### src/cossim_pkg.sv
// ----------------------------------------------------------------------------
// cossim_pkg
// Types and constants shared by the cosine similarity stream block.
// ----------------------------------------------------------------------------
package cossim_pkg;

	localparam int ELEM_W     = 16;
	localparam int PROD_W     = 2 * ELEM_W;
	localparam int SQ_W       = PROD_W - 1;     // a*a never exceeds 2^30
	localparam int DOT_W      = 48;
	localparam int NORM_W     = 47;
	localparam int ROOT_W     = (NORM_W + 1) / 2;
	localparam int DEN_W      = 2 * ROOT_W;
	localparam int FRAC_W     = 15;
	localparam int NUM_W      = DOT_W + FRAC_W;
	localparam int QUO_W      = 17;
	localparam int DSH_W      = DEN_W + QUO_W;
	localparam int CNT_W      = 5;
	localparam int FIFO_DEPTH = 4;
	localparam int FIFO_AW    = 2;
	localparam int FIFO_CW    = 3;

	localparam logic [QUO_W-1:0] POS_MAX = QUO_W'(32767);
	localparam logic [QUO_W-1:0] NEG_MAX = QUO_W'(32768);

	typedef struct packed {
		logic signed [ELEM_W-1:0] elem_a;
		logic signed [ELEM_W-1:0] elem_b;
		logic                     last;
	} item_t;

	typedef struct packed {
		logic signed [ELEM_W-1:0] similarity;
		logic                     zero_vector;
	} result_t;

	typedef struct packed {
		logic [DOT_W-1:0]  dot;
		logic [NORM_W-1:0] norm_a;
		logic [NORM_W-1:0] norm_b;
	} sums_t;

	typedef struct packed {
		logic               empty;
		logic               almost_full;
		logic [FIFO_CW-1:0] count;
	} fifo_status_t;

	typedef enum logic [2:0] {
		B_IDLE,
		B_SQRT,
		B_MUL,
		B_PREP,
		B_DIV,
		B_FIN,
		B_DONE
	} back_state_t;

endpackage

### src/cossim_front.sv
// ----------------------------------------------------------------------------
// cossim_front
// Multiply stage and accumulators; pushes the finished sums on the last pair.
// ----------------------------------------------------------------------------
module cossim_front (
	input  logic                     clk,
	input  logic                     arst_n,
	input  logic                     item_valid,
	output logic                     item_stall,
	input  cossim_pkg::item_t        item,
	input  cossim_pkg::fifo_status_t fifo_st,
	output logic                     push,
	output cossim_pkg::sums_t        push_data
);
	import cossim_pkg::*;

	logic                     accept;
	logic signed [PROD_W-1:0] p_ab, p_aa, p_bb;
	logic                     valid_s1;
	logic                     last_s1;
	logic signed [PROD_W-1:0] prod_ab_s1;
	logic [SQ_W-1:0]          prod_aa_s1, prod_bb_s1;
	logic [DOT_W-1:0]         dot_q, dot_next;
	logic [NORM_W-1:0]        na_q, na_next, nb_q, nb_next;

	// one slot is kept free for the transaction still in the multiply stage
	assign item_stall = fifo_st.almost_full;
	assign accept     = item_valid && !item_stall;

	assign p_ab = $signed(item.elem_a) * $signed(item.elem_b);
	assign p_aa = $signed(item.elem_a) * $signed(item.elem_a);
	assign p_bb = $signed(item.elem_b) * $signed(item.elem_b);

	always_ff @(posedge clk or negedge arst_n) begin
		if (!arst_n) begin
			valid_s1 <= 1'b0;
		end else begin
			valid_s1 <= accept;
		end
	end

	always_ff @(posedge clk) begin
		if (accept) begin
			last_s1    <= item.last;
			prod_ab_s1 <= p_ab;
			prod_aa_s1 <= p_aa[SQ_W-1:0];
			prod_bb_s1 <= p_bb[SQ_W-1:0];
		end
	end

	assign dot_next = dot_q + {{(DOT_W-PROD_W){prod_ab_s1[PROD_W-1]}}, prod_ab_s1};
	assign na_next  = na_q + {{(NORM_W-SQ_W){1'b0}}, prod_aa_s1};
	assign nb_next  = nb_q + {{(NORM_W-SQ_W){1'b0}}, prod_bb_s1};

	always_ff @(posedge clk or negedge arst_n) begin
		if (!arst_n) begin
			dot_q <= '0;
			na_q  <= '0;
			nb_q  <= '0;
		end else if (valid_s1) begin
			if (last_s1) begin
				dot_q <= '0;
				na_q  <= '0;
				nb_q  <= '0;
			end else begin
				dot_q <= dot_next;
				na_q  <= na_next;
				nb_q  <= nb_next;
			end
		end
	end

	assign push             = valid_s1 && last_s1;
	assign push_data.dot    = dot_next;
	assign push_data.norm_a = na_next;
	assign push_data.norm_b = nb_next;

endmodule

### config.mk
export PLATFORM = sky130hd
export DESIGN_NAME = cossim_front
export DESIGN_NICKNAME = d
export VERILOG_FILES = /design/src/cossim_pkg.sv /design/src/cossim_front.sv
export SDC_FILE = /design/constraint.sdc
export NUM_CORES = 2
export LEC_CHECK = 0
export BUFFER_PORTS_ARGS = -buffer_cell sky130_fd_sc_hd__buf_2
export CAP_MARGIN = 20
export CELL_PAD_IN_SITES_DETAIL_PLACEMENT = 0
export CELL_PAD_IN_SITES_GLOBAL_PLACEMENT = 2
export CORE_ASPECT_RATIO = 0.75
export CORE_UTILIZATION = 45
export DETAILED_ROUTE_END_ITERATION = 10
export PLACE_DENSITY = 0.94
export SYNTH_ARGS = -nofsm -noshare
export SYNTH_HDL_FRONTEND = slang
export SYNTH_SLANG_ARGS = --single-unit
### constraint.sdc
create_clock -name clk -period 8.3 [get_ports clk]
set_input_delay 0.83 -clock clk [delete_from_list [all_inputs] [get_ports clk]]
set_output_delay 0.83 -clock clk [all_outputs]
set_load 0.02 [all_outputs]
==> flow_summary.ini <==
[clocking]
clock_path_buffers = 3
cts.htree.levels = 1
clock_latency_ns = 0.63
cts_buffers = 31
clkTransAtPathRegs_ns = 0.06
cts_resized = 0
holdBufCountCts = 0
cts_tree = yes
cts.sinks = 236
cts_setup_buffers = 0
cts_root_buffer = clkbuf_16

[sta]
hold_viol = 0
fmaxAchievable_mhz = 138
fin_crit_sh_pct = 87.4
setup_violations = 0
maxSlewHeadroom_pct = 34.7
finalCriticalPeriod_ns = 7.26
skew_ns = 0.0249
tns_ns = 0
grt_setup_unrepaired = no
slew_violations = 0
tightestPinTransition_ns = 0.979

[setup_path]
cp_num_buf_inv = 5
criticalPathCategory = in -> reg
worstRegToRegCells = 12
cp.arrival_ns = 7.73
reg2reg_slack_ns = 4.18
r2r-start = prod_aa_s1[0]$_DFFE_PP_
slowest_delay_ns = 0.76
crit_chain = buf_2 -> nand2_1 -> inv_1 -> fa_1 -> fa_1 -> inv_1 -> fa_1 -> fa_1 -> fa_1 -> fa_1 -> inv_1 -> ha_1 -> nand4_1 -> o21ai_0 -> nor3_1 -> a211oi_1 -> and2_1 -> o21ai_0 -> a221oi_1 -> buf_4
cp_max_fo = 25
required_ns = 8.78
cp.depth = 20
r2r_end = na_q[42]$_DFFE_PN0P_
cp_common_cell = fa_1
end_kind = flop
cp-start-kind = primary input
cp_top_family = adder cells
cp_slowest_cell = fa_1

[synth]
yosysMostFrequentCell = inv_1
ys_seq_elements = 236
synthArstFlopShare_pct = 60.6
synthTopCellsByArea = fa_1 35%, ha_1 11%, inv_1 9.0%
synth_commonest_cells = 1,001 x inv_1, 721 x fa_1, 366 x nand2_1
syn_inst = 4443
synth_top_area_cell = fa_1
synthFlopType = dfrtp_1
synth.distinct_cells = 76
synth-edff-count = 93
synth_xor_area_share_pct = 5.27
synth_top_area_share_pct = 34.6
synth_seq_area_share_pct = 15.3
synth.avg_cell_area_um2 = 9.39
synth-simple-area-share_pct = 11.1
synthAdderAreaFrac_pct = 45.5
syn_nets = 5569
synth-compound-area-share_pct = 12.1
synth_top_family_by_area = adder cells
yosysWarnings = 0
netlist_area_um2 = 41700
synthMuxAreaShare_pct = 0.126

[die]
die_area_um2 = 94000
coreArea_um2 = 91600
die_w_um = 354
dieHeight_um = 266
num_rows = 96
start_util_pct = 45.5
pin_count = 185

[global_route]
grt_util_met2_pct = 33.9
grt_pass1_wl_mm = 171
grt_pass1_vias = 31159
grt_overflow = 0
busiest_layer = met1
use_met3_pct = 3.55
antenna_found_initial = 7
grt_max_degree = 90
met1_usage_pct = 35.5
track_usage_pct = 22.8

[final_layout]
fin_util_pct = 49.3
area_growth_pct = 8.36
finalInstanceArea_um2 = 45200
multi_input_area_um2 = 30900
fin_cells = 5819
fillers = 8738
nets = 5690
final_layout_size_suffix_gt1_share_pct = 8.13
area.sequential_um2 = 6370

[place]
dp_cells = 5756
port_buffers = 180
hpwlAfterDp_mm = 84.4
place_congestion = 0.882
place_area_um2 = 44200

[drt]
vias_per_cell = 5.21
firstDrtPassIters = 5
postRouteAntennaNets = 0
drt-initial-drc-count = 2013
wl_mm = 104
vias = 30338
wl_per_cell_um = 17.9
drc = 0

[status]
outcome = finished clean

[flow_run]
maxCapViolCount = 0

[hold_path]
min_path_type = in -> async
## worst max-delay path by stage
stage | start | end | slack [ns]
detailed placement | item[5] | prod_ab_s1[29]$_DFFE_PP_ | 0.58
global route | item[5] | prod_ab_s1[29]$_DFFE_PP_ | 0.76
finish | item[5] | prod_ab_s1[29]$_DFFE_PP_ | 1.04
floorplan | item[4] | prod_bb_s1[30]$_DFFE_PP_ | 1.14
CTS | item[5] | prod_ab_s1[29]$_DFFE_PP_ | 1.21
global placement | item[20] | prod_aa_s1[30]$_DFFE_PP_ | 0.63
## state kept, by name (all words and copies together) (netlist names)
| signal | flops |
|---|---|
| prod_aa_s1 | 30 |
| prod_ab_s1 | 32 |
| prod_bb_s1 | 30 |
| valid_s1 | 1 |
| last_s1 | 1 |
| nb_q | 47 |
| dot_q | 48 |
| na_q | 47 |
## final cells by class
class	instances	share of cell area, %
Multi-Input combinational cell	3027	68.4
Sequential cell	236	14.1
Inverter	1007	8.36
Timing Repair Buffer	261	3.42
Tap cell	1225	3.39
Clock buffer	41	1.86
Clock inverter	17	0.440
Antenna cell	5	0.0277
## layout by cell type (no fill, tap or decap), types with 23 or more instances in the layout
cell type,Yosys,final
inv_1,1001,1000
fa_1,721,721
nand2_1,366,366
ha_1,364,364
xnor2_1,186,186
nor2_1,186,185
and2_1,179,179
buf_2,3,179
a21oi_1,154,154
dfrtp_1,143,142
a21o_1,110,110
o21ai_0,99,99
a22o_1,99,99
edfxtp_1,93,93
buf_4,3,79
xor2_1,65,65
nand3_1,49,49
and3_1,44,44
nor2b_1,42,41
o21bai_1,38,38
a31oi_1,35,35
clkbuf_16,0,31
a31o_2,30,30
nand4_1,23,23
## metrics by stage
stage / hold slack (ns) / setup slack [ns]
2_1_floorplan: 0.457 / 1.14
3_3_place_gp: 0.486 / 0.625
3_5_place_dp: 0.493 / 0.579
4_1_cts: 0.352 / 1.21
5_1_grt: 0.377 / 0.761
6_report: 0.317 / 1.04
## kinds of logic (layout without fill, tap and decap cells)
group	after synthesis	in the layout
AND/OR/NAND/NOR	966	966
buffers and inverters	1180	1326
flip-flops	236	236
other	0	5
XOR/XNOR	251	251
multiplexers	5	5
AO/OA/AOI/OAI	720	720
adder cells (fa/ha/maj)	1085	1085
## worst register-to-register path, stage by stage (launching register included)
cell and delay (ns):
edfxtp_1 0.42, ha_1 0.25, ha_1 0.21, a21o_1 0.17, a21oi_1 0.32, o21ai_0 0.27
a31oi_1 0.36, a31oi_1 0.23, a21boi_1 0.69, o221ai_2 0.42, and2_0 0.38, nand3_1 0.18
o31ai_1 0.09
## layer usage
metal,wire length [µm],vias up
li1,-,14315
met1,51500,15177
met2,44200,779
met3,7250,67
met4,1380,0
met5,0,-
Power is left out: the tool's default activity adds up to more than one toggle a clock period on the data nets, which glitch-free logic cannot reach.
