<file path="config.mk">
export PLATFORM = sky130hd
export DESIGN_NAME = cossim_back
export DESIGN_NICKNAME = d
export VERILOG_FILES = /design/src/cossim_pkg.sv /design/src/cossim_sqrt.sv /design/src/cossim_back.sv
export SDC_FILE = /design/constraint.sdc
export NUM_CORES = 2
export LEC_CHECK = 0
export ABC_AREA = 1
export BUFFER_PORTS_ARGS = -buffer_cell sky130_fd_sc_hd__clkbuf_2
export CAP_MARGIN = 20
export CORE_ASPECT_RATIO = 1.1
export CORE_MARGIN = 4
export CORE_UTILIZATION = 45
export DETAILED_ROUTE_END_ITERATION = 7
export SLEW_MARGIN = 20
export SYNTH_ARGS = -nofsm -noshare
export SYNTH_HDL_FRONTEND = slang
export SYNTH_HIERARCHICAL = 1
export SYNTH_SLANG_ARGS = --single-unit
</file>
<file path="constraint.sdc">
create_clock -name clk -period 12.4 [get_ports clk]
set_clock_uncertainty 0.05 [all_clocks]
set_input_delay 0.62 -clock clk [delete_from_list [all_inputs] [get_ports clk]]
set_output_delay 0.62 -clock clk [all_outputs]
set_load 0.03 [all_outputs]
</file>
<file path="src/cossim_pkg.sv">
// ----------------------------------------------------------------------------
// cossim_pkg
// Types and constants shared by the cosine similarity stream block.
// ----------------------------------------------------------------------------
package cossim_pkg;

	localparam int ELEM_W     = 16;
	localparam int PROD_W     = 2 * ELEM_W;
	localparam int SQ_W       = PROD_W - 1;     // a*a never exceeds 2^30
	localparam int DOT_W      = 48;
	localparam int NORM_W     = 47;
	localparam int ROOT_W     = (NORM_W + 1) / 2;
	localparam int DEN_W      = 2 * ROOT_W;
	localparam int FRAC_W     = 15;
	localparam int NUM_W      = DOT_W + FRAC_W;
	localparam int QUO_W      = 17;
	localparam int DSH_W      = DEN_W + QUO_W;
	localparam int CNT_W      = 5;
	localparam int FIFO_DEPTH = 4;
	localparam int FIFO_AW    = 2;
	localparam int FIFO_CW    = 3;

	localparam logic [QUO_W-1:0] POS_MAX = QUO_W'(32767);
	localparam logic [QUO_W-1:0] NEG_MAX = QUO_W'(32768);

	typedef struct packed {
		logic signed [ELEM_W-1:0] elem_a;
		logic signed [ELEM_W-1:0] elem_b;
		logic                     last;
	} item_t;

	typedef struct packed {
		logic signed [ELEM_W-1:0] similarity;
		logic                     zero_vector;
	} result_t;

	typedef struct packed {
		logic [DOT_W-1:0]  dot;
		logic [NORM_W-1:0] norm_a;
		logic [NORM_W-1:0] norm_b;
	} sums_t;

	typedef struct packed {
		logic               empty;
		logic               almost_full;
		logic [FIFO_CW-1:0] count;
	} fifo_status_t;

	typedef enum logic [2:0] {
		B_IDLE,
		B_SQRT,
		B_MUL,
		B_PREP,
		B_DIV,
		B_FIN,
		B_DONE
	} back_state_t;

endpackage

</file>
<file path="src/cossim_sqrt.sv">
// ----------------------------------------------------------------------------
// cossim_sqrt
// Floor square root, digit by digit, one result bit per cycle.
// ----------------------------------------------------------------------------
module cossim_sqrt (
	input  logic                          clk,
	input  logic                          arst_n,
	input  logic                          start,
	input  logic [cossim_pkg::NORM_W-1:0] x,
	output logic                          busy,
	output logic [cossim_pkg::ROOT_W-1:0] root
);
	import cossim_pkg::*;

	logic              busy_q;
	logic [NORM_W-1:0] rem_q;
	logic [NORM_W:0]   res_q;
	logic [NORM_W-1:0] bit_q;
	logic [NORM_W:0]   trial;
	logic              fits;

	assign trial = res_q + {1'b0, bit_q};
	assign fits  = ({1'b0, rem_q} >= trial);

	always_ff @(posedge clk or negedge arst_n) begin
		if (!arst_n) begin
			busy_q <= 1'b0;
		end else if (start) begin
			busy_q <= 1'b1;
		end else if (busy_q && bit_q[0]) begin
			busy_q <= 1'b0;
		end
	end

	always_ff @(posedge clk) begin
		if (start) begin
			rem_q <= x;
			res_q <= '0;
			bit_q <= {1'b1, {(NORM_W-1){1'b0}}};
		end else if (busy_q) begin
			if (fits) begin
				rem_q <= rem_q - trial[NORM_W-1:0];
				res_q <= (res_q >> 1) + {1'b0, bit_q};
			end else begin
				res_q <= res_q >> 1;
			end
			bit_q <= bit_q >> 2;
		end
	end

	assign busy = busy_q;
	assign root = res_q[ROOT_W-1:0];

endmodule

</file>
<file path="src/cossim_back.sv">
// ----------------------------------------------------------------------------
// cossim_back
// Takes one set of sums at a time: roots, denominator, restoring divide,
// saturation and the result register.
// ----------------------------------------------------------------------------
module cossim_back (
	input  logic                     clk,
	input  logic                     arst_n,
	input  cossim_pkg::fifo_status_t fifo_st,
	input  cossim_pkg::sums_t        pop_data,
	output logic                     pop,
	output logic                     result_valid,
	input  logic                     result_stall,
	output cossim_pkg::result_t      result
);
	import cossim_pkg::*;

	back_state_t       state_q, state_next;
	logic              sq_start;
	logic              busy_a, busy_b;
	logic [ROOT_W-1:0] root_a, root_b;
	logic              zero_in;
	logic              neg_q;
	logic [DOT_W-1:0]  mag_q;
	logic              zero_q;
	logic [DEN_W-1:0]  den_q;
	logic [NUM_W-1:0]  rem_q;
	logic [DSH_W-1:0]  dsh_q;
	logic [QUO_W-1:0]  quo_q;
	logic [CNT_W-1:0]  cnt_q;
	logic              sat_q;
	logic              ge;
	logic [QUO_W-1:0]  neg_quo;
	result_t           result_q;

	assign zero_in = (pop_data.norm_a == '0) || (pop_data.norm_b == '0);
	assign ge      = ({{(DSH_W-NUM_W){1'b0}}, rem_q} >= dsh_q);
	assign neg_quo = {1'b1, {(QUO_W-1){1'b0}}} - quo_q;

	cossim_sqrt u_sqrt_a (
		.clk    (clk),
		.arst_n (arst_n),
		.start  (sq_start),
		.x      (pop_data.norm_a),
		.busy   (busy_a),
		.root   (root_a)
	);

	cossim_sqrt u_sqrt_b (
		.clk    (clk),
		.arst_n (arst_n),
		.start  (sq_start),
		.x      (pop_data.norm_b),
		.busy   (busy_b),
		.root   (root_b)
	);

	always_comb begin
		state_next = state_q;
		case (state_q)
			B_IDLE: begin
				if (!fifo_st.empty) begin
					state_next = zero_in ? B_FIN : B_SQRT;
				end
			end
			B_SQRT: begin
				if (!busy_a && !busy_b) begin
					state_next = B_MUL;
				end
			end
			B_MUL:  state_next = B_PREP;
			B_PREP: state_next = B_DIV;
			B_DIV: begin
				if ((cnt_q == CNT_W'(QUO_W)) && ge) begin
					state_next = B_FIN;
				end else if (cnt_q == '0) begin
					state_next = B_FIN;
				end
			end
			B_FIN: state_next = B_DONE;
			B_DONE: begin
				if (!result_stall) begin
					state_next = B_IDLE;
				end
			end
			default: state_next = B_IDLE;
		endcase
	end

	always_comb begin
		pop          = 1'b0;
		sq_start     = 1'b0;
		result_valid = 1'b0;
		case (state_q)
			B_IDLE: begin
				pop      = !fifo_st.empty;
				sq_start = !fifo_st.empty && !zero_in;
			end
			B_DONE:  result_valid = 1'b1;
			default: ;
		endcase
	end

	always_ff @(posedge clk or negedge arst_n) begin
		if (!arst_n) begin
			state_q <= B_IDLE;
		end else begin
			state_q <= state_next;
		end
	end

	always_ff @(posedge clk) begin
		case (state_q)
			B_IDLE: begin
				neg_q  <= pop_data.dot[DOT_W-1];
				mag_q  <= pop_data.dot[DOT_W-1] ? (~pop_data.dot + 1'b1) : pop_data.dot;
				zero_q <= zero_in;
				sat_q  <= 1'b0;
			end
			B_MUL: begin
				den_q <= root_a * root_b;
			end
			B_PREP: begin
				rem_q <= {mag_q, {FRAC_W{1'b0}}};
				dsh_q <= {den_q, {QUO_W{1'b0}}};
				cnt_q <= CNT_W'(QUO_W);
				quo_q <= '0;
			end
			B_DIV: begin
				// top step only checks for a quotient of 2^17 or more
				if (cnt_q == CNT_W'(QUO_W)) begin
					sat_q <= ge;
				end else begin
					if (ge) begin
						rem_q <= rem_q - dsh_q[NUM_W-1:0];
					end
					quo_q <= {quo_q[QUO_W-2:0], ge};
				end
				dsh_q <= dsh_q >> 1;
				cnt_q <= cnt_q - 1'b1;
			end
			B_FIN: begin
				result_q.zero_vector <= zero_q;
				if (zero_q) begin
					result_q.similarity <= '0;
				end else if (neg_q) begin
					if (sat_q || quo_q > NEG_MAX) begin
						result_q.similarity <= {1'b1, {(ELEM_W-1){1'b0}}};
					end else begin
						result_q.similarity <= neg_quo[ELEM_W-1:0];
					end
				end else begin
					if (sat_q || quo_q > POS_MAX) begin
						result_q.similarity <= {1'b0, {(ELEM_W-1){1'b1}}};
					end else begin
						result_q.similarity <= quo_q[ELEM_W-1:0];
					end
				end
			end
			default: ;
		endcase
	end

	assign result = result_q;

endmodule

</file>
==> metrics <==
period utilization=0.606; Startpoint Class=register; Hold Buf Count CTS=1; remaining global-route overflow=0; Routed WL=between 200 and 250 mm; clock sinks=509; GP Congestion=0.947; cell chain of the critical path=buf_4, nand2_1, fa_1, inv_1, fa_1, inv_1, fa_1, fa_1, inv_1, fa_1, fa_1, inv_1, fa_1, inv_1, ha_1, nand2_1, nor2_1, nand2_1, nor4_1, nand2_1, o211ai_1, nand3_1, nand2_1, xor2_1; WP buf/inv=6; HP Class=in -> reg; initial core utilization=0.453; flops & latches, synth=between 500 and 600; CP max-delay cell=dfxtp_1; endpoints failing hold=0; area of the multi-input gates=roughly 40000 µm²; Final min period=roughly 7.5 ns; register clock-pin slew on the reported worst setup and hold paths=approximately 0.060 ns; row count=142; Most common cell on crit path=fa_1; Port-buffer cells=~160; CTS tree=yes; crit-path max cell delay=0.69 ns; Critical Path Fanout Max=21; Final setup viols=0; CP arrival=between 7 and 8 ns; Critical Path RT=12.81 ns; initial antenna violation count=3; share of flip-flops with an asynchronous set or reset=0.00982; Primary FF master, synth=edfxtp_1; antenna violation net count after detailed routing=0; Seq/Total Area, Yosys=0.224; Die Area=~140000 µm²; Cells after Synth=between 8000 and 9000; Die W=361 µm; Synth area leader=edfxtp_1; register area=13800 µm²; Fillers=~14000; RSZ-0062 raised after global routing=false; cell family with most CP delay=adder cells; Least-Margin Pin Slew=around 1.1 ns; routed len/inst=between 15 and 20 µm; I/O pins=about 170; Slew headroom=0.293; NumNets Final=slightly below 10000; Setup Buffers After CTS=0; H-tree depth=3; number of synthesized flops with an enable pin=360; Max Fclk=around 0.13 GHz; top cells by area, synth=edfxtp_1 (18%), fa_1 (16%), nand2_1 (13%); global-route wire length before repair=317 mm; Core ar.=136000 µm²; Synthesis Warnings=6; Tot GR Track Use=0.280; CP Capture Type=register; vias in the first global route=roughly 57000; clock buffer count from CTS=69; Mapped Area=between 60000 and 70000 µm²; post-cts sizing count=0; die height=a little under 400 µm; syn_nets=around 10000; root buffer cell=clkbuf_16; layout cells sized above 1=0.0527; Yosys top cell area share=0.175; Mean Syn Cell Area=about 7 µm²; Post-DP HPWL=roughly 160 mm; fin. max-slew vios=0; Area Overhead vs Synth=7.40%; Cell variety after synth=65; Max-cap violations=0; status=finished clean; Clock Latency Late Sink=0.68 ns; pin count of the biggest net entering global routing=between 80 and 90; total number of vias=~57000; via/cell ratio=approximately 5.4; Setup TNS Final=0 ns; DR iter-0 viols=4158; CP Class=reg -> reg; clock buffer depth=3; Remaining DRCs=0; DR pass1 iterations=6
[cell usage in the layout, fill, tap and decap left out, types with 13 or more instances in the layout]
master / instances
xor2_1: 214
nand3b_1: 20
o211ai_1: 19
or2_2: 48
clkbuf_2: 164
a21oi_1: 490
buf_4: 65
nor2_1: 760
xnor2_1: 94
nand2_1: 2176
o21ai_0: 435
o21bai_1: 48
edfxtp_1: 360
nor4_1: 63
nor3_1: 79
inv_1: 1715
inv_2: 16
nand4_1: 69
o21ai_1: 32
o21a_1: 27
nand3_1: 454
a31oi_1: 77
clkinv_1: 13
fa_1: 485
clkbuf_16: 71
o31ai_1: 13
ha_1: 436
a21o_1: 31
dfxtp_1: 133
[area by class of cell]
| class | instances | area share |
|---|---|---|
| diodes | 4 | 0.000151 |
| clock buffers | 87 | 0.0285 |
| clock inverters | 37 | 0.00592 |
| inverters | 1733 | 0.0981 |
| multi-input cells | 6185 | 0.605 |
| flip-flops and latches | 509 | 0.209 |
| well taps | 1800 | 0.0340 |
| repair buffers | 230 | 0.0199 |
[flip-flops by register name (all words and copies together), names as in the netlist]
signal	flops
sat_q	1
cnt_q	5
rem_q	63
u_sqrt_a/rem_q	47
u_sqrt_b/bit_q	24
quo_q	17
dsh_q	65
result	17
u_sqrt_b/res_q	48
u_sqrt_a/res_q	48
den_q	48
neg_q	1
state_q	3
u_sqrt_b/busy	1
u_sqrt_a/bit_q	24
u_sqrt_b/rem_q	47
zero_q	1
mag_q	48
u_sqrt_a/busy	1
[final timing paths]
kind / cells after the start / startpoint / endpoint / slack, ns
max: 24 / u_sqrt_a/res_q[14] / den_q[43] / 4.89
min: 1 / pop_data[94] / mag_q[0] / 0.15
min in group asynchronous: 2 / arst_n / state_q[2] / 0.38
max reg2reg: 24 / u_sqrt_a/res_q[14] / den_q[43] / 4.89
min reg2reg: 2 / u_sqrt_a/res_q[47] / u_sqrt_a/res_q[47] / 0.46
max in group asynchronous: 2 / arst_n / u_sqrt_a/busy / 11.54
[through the flow]
step	instances	cell area (µm²)	worst slack, ns	utilization	hold slack (ns)
2_1_floorplan	8719	61700	5.98	-	0.274
3_3_place_gp	10500	64000	5.02	0.470	0.445
3_5_place_dp	10500	64000	5.05	0.470	0.448
4_1_cts	10600	66300	4.98	0.487	0.0934
5_1_grt	10600	66300	4.60	0.487	0.131
6_report	10600	66300	4.89	0.487	0.148
[synthesized netlist by cell type (8+ instances only)]
cell type,number
a21boi_0,11
a21o_1,31
a21oi_1,490
a31oi_1,77
buf_1,8
buf_2,36
buf_4,48
clkbuf_1,190
dfxtp_1,144
edfxtp_1,360
fa_1,485
ha_1,436
inv_1,1717
inv_2,13
nand2_1,2177
nand2_2,11
nand3_1,454
nand3b_1,20
nand4_1,69
nor2_1,762
nor3_1,81
nor4_1,64
o211ai_1,19
o21a_1,27
o21ai_0,436
o21ai_1,33
o21bai_1,48
o221ai_1,8
o31ai_1,13
or2_2,48
xnor2_1,94
xor2_1,214
[per-layer routing]
layer / vias to the layer above / wire [µm] / share of wire / global-route usage
li1: 27500 / - / - / -
met1: 27200 / 85600 / 0.42 / 0.354
met2: 1759 / 98100 / 0.48 / 0.490
met3: 400 / 11500 / 0.057 / 0.0347
met4: 0 / 8000 / 0.039 / 0.105
met5: - / 0 / 0 / 0
[kinds of logic after synthesis]
| group | after synthesis | share of synthesized area |
|---|---|---|
| compound gates | 1238 | 0.111 |
| xor+xnor | 308 | 0.0437 |
| fa+ha+maj | 921 | 0.246 |
| buf+inv | 2025 | 0.128 |
| flops | 509 | 0.224 |
| simple gates | 3718 | 0.248 |
Power is not shown: default switching activity piles up to over one toggle a cycle in this logic, so the estimate is an artifact.
