$ cat src/cossim_pkg.sv
// ----------------------------------------------------------------------------
// cossim_pkg
// Types and constants shared by the cosine similarity stream block.
// ----------------------------------------------------------------------------
package cossim_pkg;

	localparam int ELEM_W     = 16;
	localparam int PROD_W     = 2 * ELEM_W;
	localparam int SQ_W       = PROD_W - 1;     // a*a never exceeds 2^30
	localparam int DOT_W      = 48;
	localparam int NORM_W     = 47;
	localparam int ROOT_W     = (NORM_W + 1) / 2;
	localparam int DEN_W      = 2 * ROOT_W;
	localparam int FRAC_W     = 15;
	localparam int NUM_W      = DOT_W + FRAC_W;
	localparam int QUO_W      = 17;
	localparam int DSH_W      = DEN_W + QUO_W;
	localparam int CNT_W      = 5;
	localparam int FIFO_DEPTH = 4;
	localparam int FIFO_AW    = 2;
	localparam int FIFO_CW    = 3;

	localparam logic [QUO_W-1:0] POS_MAX = QUO_W'(32767);
	localparam logic [QUO_W-1:0] NEG_MAX = QUO_W'(32768);

	typedef struct packed {
		logic signed [ELEM_W-1:0] elem_a;
		logic signed [ELEM_W-1:0] elem_b;
		logic                     last;
	} item_t;

	typedef struct packed {
		logic signed [ELEM_W-1:0] similarity;
		logic                     zero_vector;
	} result_t;

	typedef struct packed {
		logic [DOT_W-1:0]  dot;
		logic [NORM_W-1:0] norm_a;
		logic [NORM_W-1:0] norm_b;
	} sums_t;

	typedef struct packed {
		logic               empty;
		logic               almost_full;
		logic [FIFO_CW-1:0] count;
	} fifo_status_t;

	typedef enum logic [2:0] {
		B_IDLE,
		B_SQRT,
		B_MUL,
		B_PREP,
		B_DIV,
		B_FIN,
		B_DONE
	} back_state_t;

endpackage

$ cat src/cossim_fifo.sv
// ----------------------------------------------------------------------------
// cossim_fifo
// Short queue of finished sums between the accumulators and the back end.
// ----------------------------------------------------------------------------
module cossim_fifo (
	input  logic                     clk,
	input  logic                     arst_n,
	input  logic                     push,
	input  cossim_pkg::sums_t        push_data,
	input  logic                     pop,
	output cossim_pkg::sums_t        pop_data,
	output cossim_pkg::fifo_status_t status
);
	import cossim_pkg::*;

	sums_t              entry_q [FIFO_DEPTH];
	logic [FIFO_AW-1:0] wr_ptr_q, rd_ptr_q;
	logic [FIFO_CW-1:0] count_q;

	always_ff @(posedge clk) begin
		if (push) begin
			entry_q[wr_ptr_q] <= push_data;
		end
	end

	always_ff @(posedge clk or negedge arst_n) begin
		if (!arst_n) begin
			wr_ptr_q <= '0;
			rd_ptr_q <= '0;
			count_q  <= '0;
		end else begin
			if (push) begin
				wr_ptr_q <= wr_ptr_q + 1'b1;
			end
			if (pop) begin
				rd_ptr_q <= rd_ptr_q + 1'b1;
			end
			if (push && !pop) begin
				count_q <= count_q + 1'b1;
			end else if (pop && !push) begin
				count_q <= count_q - 1'b1;
			end
		end
	end

	assign pop_data           = entry_q[rd_ptr_q];
	assign status.count       = count_q;
	assign status.empty       = (count_q == '0);
	assign status.almost_full = (count_q >= FIFO_CW'(FIFO_DEPTH - 1));

endmodule

$ cat config.mk
export PLATFORM = sky130hd
export DESIGN_NAME = cossim_fifo
export DESIGN_NICKNAME = d
export VERILOG_FILES = /design/src/cossim_pkg.sv /design/src/cossim_fifo.sv
export SDC_FILE = /design/constraint.sdc
export NUM_CORES = 1
export LEC_CHECK = 0
export BUFFER_PORTS_ARGS = -buffer_cell sky130_fd_sc_hd__buf_2
export CAP_MARGIN = 40
export CORE_MARGIN = 1
export CORE_UTILIZATION = 30
export CTS_CLUSTER_SIZE = 24
export DETAILED_ROUTE_END_ITERATION = 7
export HOLD_SLACK_MARGIN = 0.02
export MAX_ROUTING_LAYER = met4
export PLACE_DENSITY = 0.47
export SLEW_MARGIN = 25
export SYNTH_ARGS = -nofsm -noshare
export SYNTH_HDL_FRONTEND = slang
export SYNTH_SLANG_ARGS = --single-unit
$ cat constraint.sdc
create_clock -name clk -period 13.9 [get_ports clk]
set_input_delay 2.085 -clock clk [delete_from_list [all_inputs] [get_ports clk]]
set_output_delay 2.085 -clock clk [all_outputs]
set_load 0.05 [all_outputs]
==> results of run 1 <==
[sequential cells by signal, summed over array words and instances (netlist names)]
signal and count:
rd_ptr_q 2, wr_ptr_q 2, count_q 3, entry_q 568
[metrics by stage]
stage	cells	instance area [um^2]	setup WS (ns)
4_1_cts	2108	25700	7.96
6_report	2116	25700	8.18
2_1_floorplan	776	20900	8.05
3_3_place_gp	1980	23400	8.41
3_5_place_dp	1987	23600	8.60
5_1_grt	2114	25700	7.81
[logic make-up after synthesis]
group,share of synthesized area
DFF,0.826
buffers and inverters,0.0106
muxes,0.154
AOI/OAI and AO/OA,0.000600
and+or+nand+nor,0.00198
xor gates and xnor gates,0.00252
adders and majority gates,0.00396
[layout make-up]
| type | count | area [um^2] | area share |
|---|---|---|---|
| antenna | 7 | 17.5 | 0.000681 |
| clock buffer | 82 | 1780 | 0.0690 |
| clock inverter | 39 | 327 | 0.0127 |
| inverter | 4 | 15.0 | 0.000584 |
| multi-input combinational | 165 | 3410 | 0.133 |
| sequential | 575 | 17200 | 0.670 |
| tap | 931 | 1160 | 0.0453 |
| timing repair buffer | 313 | 1770 | 0.0688 |
[synth_stat cells]
cell      number  area (um^2)
clkbuf_1       6         22.5
dfrtp_1        7          175
nand2_1        2         7.51
mux4_2       142         3200
buf_4          1         7.51
fa_1           1         20.0
nor2_1         1         3.75
xor2_1         4         35.0
buf_6          8         90.1
edfxtp_1     568        17100
mux2_2         1         11.3
nor3_1         1         5.00
a21o_1         1         7.51
inv_1          4         15.0
buf_2         17         85.1
and2_1         4         25.0
ha_1           5         62.6
o21ai_0        1         5.00
xnor2_1        2         17.5
[how the worst min path moves through the flow]
stage / startpoint / endpoint / slack, ns
global placement: count_q[2]$_DFFE_PN0P_ / count_q[2]$_DFFE_PN0P_ / 0.51
CTS: count_q[2]$_DFFE_PN0P_ / count_q[2]$_DFFE_PN0P_ / 0.53
finish: count_q[2]$_DFFE_PN0P_ / count_q[2]$_DFFE_PN0P_ / 0.53
detailed placement: count_q[2]$_DFFE_PN0P_ / count_q[2]$_DFFE_PN0P_ / 0.51
floorplan: wr_ptr_q[0]$_DFFE_PN0P_ / wr_ptr_q[0]$_DFFE_PN0P_ / 0.49
global route: count_q[2]$_DFFE_PN0P_ / count_q[2]$_DFFE_PN0P_ / 0.55
[power groups by stage]
stage	Clock [mW]	Sequential, mW	Combinational (mW)
after floorplan	0	2.41	1.85
after global placement	0	2.43	2.38
after detailed placement	0	2.43	2.43
after CTS	1.73	2.40	2.43
after global routing	1.79	2.42	2.50
final	1.66	2.38	2.37
[critical path: cells and delay by family (launching register included)]
| kind | cells | cell delay [ns] |
|---|---|---|
| multiplexers | 1 | 0.55 |
| flip-flops | 1 | 0.79 |
| buffers and inverters | 4 | 1.57 |
[routing by layer]
metal / wire length, um / vias up / global-route usage
met5: 0 / - / -
met4: 760 / 0 / 0.0413
met3: 3470 / 62 / 0.0443
met2: 21300 / 261 / 0.201
met1: 18500 / 4955 / 0.158
li1: - / 4095 / -
==> out/results.ini, run 1 <==
[run_status]
outcome=complete, no violations

[clock_tree]
cts_tree=built
cts-root-buf=clkbuf_16
clkSinkCount=575
cts_hold_buf=0
post_cts_buffers=0
clock_latency_ns=0.58
clk_pin_slew_ns=0.06
post_cts_resize_count=0
cts_made_buffers=66
htree_levels=3
clockBufferDepth=3

[global_routing]
first_global_vias=10300
grt_usage=0.129
grt_overflow=0
grt_max_degree=60
antenna_found_initial=5
grt_pass1_wl_um=65500

[setup_path]
rrSetupSlack_ns=10.66
critPathLaunch=rd_ptr_q[0]$_DFFE_PN0P_
crit_top_cell=buf_4
worst_path_max_delay_cell=dfrtp_4
crit_path_max_fanout=32
path_cells=buf_4 -> buf_4 -> buf_16 -> mux4_2 -> buf_2
max_stage_delay_ns=0.79
cp.arrival_ns=3.64
reg2reg_depth=6
crit-reg2reg-launch=wr_ptr_q[0]$_DFFE_PN0P_
critical_path_required_ns=11.81
startpoint_type=register
end_kind=output port
endpoint=pop_data[55]
r2r-end=entry_q[2][112]$_DFFE_PP_
worstSetupPathType=reg2out

[floorplan]
floorplan.initialDensity=0.303
core_um2=68700
std_cell_rows=96
ios=293
die_h_um=266
die_area_um2=70600
die_x_um=266

[placed_design]
hpwl_um=26300
io_buffers=292
globalplace.congestion=0.685

[power_and_ir_drop]
leakagePower_nw=8.65
peakVddDrop_mv=0.146
p_comb_frac=0.370
sequentialPowerShare=0.372
switchingPower_mw=2.46
p_int_mw=3.95
pwr-share-clk=0.259
powerDensity_nw_per_um2=250
power_mw=6.42
p_sw_frac=0.384

[hold_path]
hold_path_class=reg2reg
holdPathStages=1

[route]
postRouteAntennaNets=0
drtIter0Drc=556
wl_per_cell_um=20.8
vias=9373
drc=0
dr.pass1.iters=4
routed_wl_um=44000
viasPerCell=4.43

[sta]
hold_ws_ns=0.531
fin_worst_skew_ns=0.0168
post-route-min-period_ns=5.72
clock.fmax_mhz=175
slew_violations=0
rsz0062_at_grt=false
hold_viol=0
setup_viol=0
period_share=0.412
slew_headroom=0.450
finalSetupTns_ns=0
tightest_slew_ns=0.825

[finish]
final_common_cell=edfxtp_1
finalNetCount=1277
fillCellCount=6349
utilization=0.374
syn_to_final_growth_pct=23.3
final_cell_mix=568 x edfxtp_1, 292 x buf_2, 142 x mux4_2, 69 x clkbuf_16, 18 x clkinv_1
drive_gt1_frac=0.469

[flow_run]
max-cap-violations=0

[synth]
synth.distinct_cells=19
syn_area_um2=20800
syn_nets=928
synthCells=776
syn_area_per_cell_um2=26.9
yosys_warnings=0
ys_seq_area_frac=0.826
ys_ff_latch=575

(Power assumes the default switching activity.)
==> run 2, diff against run 1 <==
==> constraint.sdc (replaced) <==
create_clock -name clk -period 5.7 [get_ports clk]
set_input_delay 0.855 -clock clk [delete_from_list [all_inputs] [get_ports clk]]
set_output_delay 0.855 -clock clk [all_outputs]
set_load 0.05 [all_outputs]
==> out/results.ini, run 2 (synthesis gave the netlist of run 1 again) <==
[run_status]
outcome=complete, no violations  ; unchanged

[clock_tree]
post_cts_resize_count=0  ; unchanged
clock_latency_ns=0.59  ; was 0.58 ns
clockBufferDepth=3  ; unchanged
cts_made_buffers=66  ; unchanged
clkSinkCount=575  ; unchanged
cts_tree=built  ; unchanged
htree_levels=3  ; unchanged
clk_pin_slew_ns=0.06  ; about the same
cts-root-buf=clkbuf_16  ; unchanged
post_cts_buffers=0  ; unchanged
cts_hold_buf=0  ; unchanged

[placed_design]
globalplace.congestion=0.697  ; was 0.685
io_buffers=292  ; unchanged
post_dp_cell_area_um2=23600  ; about the same
hpwl_um=25700  ; was 26300 um

[power_and_ir_drop]
sequentialPowerShare=0.373  ; was 0.372
powerDensity_nw_per_um2=607  ; was 250 nW/um^2
peakVddDrop_mv=0.363  ; was 0.146 mV
power_mw=15.5  ; was 6.42 mW
leakagePower_nw=8.58  ; was 8.65 nW
switchingPower_mw=6.04  ; was 2.46 mW
p_sw_frac=0.389  ; was 0.384
p_int_mw=9.48  ; was 3.95 mW
p_comb_frac=0.375  ; was 0.370
pwr-share-clk=0.252  ; was 0.259

[global_routing]
first_global_vias=10400  ; was 10.3k
grt_max_degree=143  ; was 60
antenna_found_initial=9  ; was 5
grt_usage=0.132  ; was 0.129
grt_overflow=0  ; unchanged
grt_pass1_wl_um=66300  ; was 65500 um

[finish]
final_common_cell=edfxtp_1  ; unchanged
finalNetCount=1272  ; was 1277
largest_reg_flops=568  ; unchanged
largest_register=entry_q  ; unchanged
utilization=0.372  ; was 0.374
final_cell_mix=568 x edfxtp_1, 292 x buf_2, 142 x mux4_2, 67 x clkbuf_16, 17 x clkbuf_1  ; was 568 x edfxtp_1, 292 x buf_2, 142 x mux4_2, 69 x clkbuf_16, 18 x clkinv_1
largestRegisters=entry_q: 568 flops, count_q: 3 flops  ; unchanged
drive_gt1_frac=0.468  ; was 0.469
syn_to_final_growth_pct=22.6  ; was 23.3%
final_area_um2=25600  ; was 25700 um^2
fillCellCount=6373  ; was 6349

[setup_path]
path_cells=buf_4 -> mux4_2 -> buf_2  ; was buf_4 -> buf_4 -> buf_16 -> mux4_2 -> buf_2
crit_path_max_fanout=37  ; was 32
startpoint_type=register  ; unchanged
worstSetupPathType=reg2out  ; unchanged
worst_path_max_delay_cell=dfrtp_4  ; unchanged
cpLargestDelayFamily=flip-flops  ; was buffers and inverters
crit-reg2reg-launch=wr_ptr_q[1]$_DFFE_PN0P_  ; was wr_ptr_q[0]$_DFFE_PN0P_
cp.arrival_ns=2.75  ; was 3.64 ns
max_stage_delay_ns=0.87  ; was 0.79 ns
critPathLaunch=rd_ptr_q[1]$_DFFE_PN0P_  ; was rd_ptr_q[0]$_DFFE_PN0P_
critical_path_required_ns=4.85  ; was 11.81 ns
crit_buf_inv=2  ; was 4
end_kind=output port  ; unchanged

[sta]
setup_viol=0  ; unchanged
finalSetupTns_ns=0  ; unchanged
slew_violations=0  ; unchanged
hold_viol=0  ; unchanged
clock.fmax_mhz=278
hold_ws_ns=0.112  ; was 0.531 ns
fin_worst_skew_ns=0.0156  ; was 0.0168 ns
post-route-min-period_ns=3.60
rsz0062_at_grt=false  ; unchanged
slew_headroom=0.345  ; was 0.450
period_share=0.632
tightest_slew_ns=0.982  ; was 0.825 ns

[route]
drtIter0Drc=572  ; was 556
viasPerCell=4.43  ; about the same
wl_per_cell_um=21.2  ; was 20.8 um
dr.pass1.iters=4  ; unchanged
routed_wl_um=44600  ; was 44000 um
vias=9319  ; was 9373
drc=0  ; unchanged
postRouteAntennaNets=0  ; unchanged

[floorplan]
die_h_um=266  ; unchanged
floorplan.initialDensity=0.303  ; unchanged
std_cell_rows=96  ; unchanged
die_area_um2=70600  ; unchanged
ios=293  ; unchanged
core_um2=68700  ; unchanged
die_x_um=266  ; unchanged

[hold_path]
hold_path_class=in2async  ; was reg2reg

[flow_run]
max-cap-violations=0  ; unchanged

-- run 2: layout make-up --
cell class,instances,area [um^2],share of cell area
Antenna cell,8,20.0,0.000783
Timing Repair Buffer,308,1730,0.0676
Tap cell,931,1160,0.0456
Sequential cell,575,17200,0.674
Clock inverter,30,250,0.00979
Clock buffer,84,1740,0.0681
Inverter,4,15.0,0.000587
Multi-Input combinational cell,165,3410,0.133
-- run 2: worst paths after layout --
check	endpoint	slack, ns	depth (start not counted)
hold / removal	count_q[2]$_DFFE_PN0P_	0.11	1
min in group clk	entry_q[3][63]$_DFFE_PP_	0.48	1
setup / recovery	pop_data[57]	2.10	3
max in group asynchronous	rd_ptr_q[1]$_DFFE_PN0P_	5.39	1
setup reg to reg	entry_q[1][0]$_DFFE_PP_	3.59	4
hold reg to reg	count_q[2]$_DFFE_PN0P_	0.53	1
-- run 2: power groups by stage --
stage / sequential [mW] / clock, mW / combinational, mW
floorplan: 5.87 / 0 / 4.52
global placement: 5.93 / 0 / 5.86
detailed placement: 5.89 / 0 / 5.98
CTS: 5.81 / 4.05 / 5.99
global route: 5.87 / 4.19 / 6.15
finish: 5.79 / 3.91 / 5.83
-- run 2: layer usage --
metal / GRT usage / vias to the layer above / wire (um)
met4: 0.0452 / 0 / 925
met3: 0.0405 / 68 / 2960
met1: 0.160 / 4914 / 18800
met5: - / - / 0
li1: - / 4085 / -
met2: 0.208 / 252 / 21900
-- run 2: worst reg2reg max path, cell delays in order (launching register included) --
cell and delay, ns:
dfrtp_1 0.39, inv_1 0.10, ha_1 0.15, and2_4 0.42, buf_4 0.64
-- run 2: per-stage QoR --
step,setup slack (ns),instances
after floorplan,1.08,776
after global placement,2.41,1980
after detailed placement,2.60,1983
after CTS,1.95,2097
after global routing,1.95,2105
final,2.10,2105
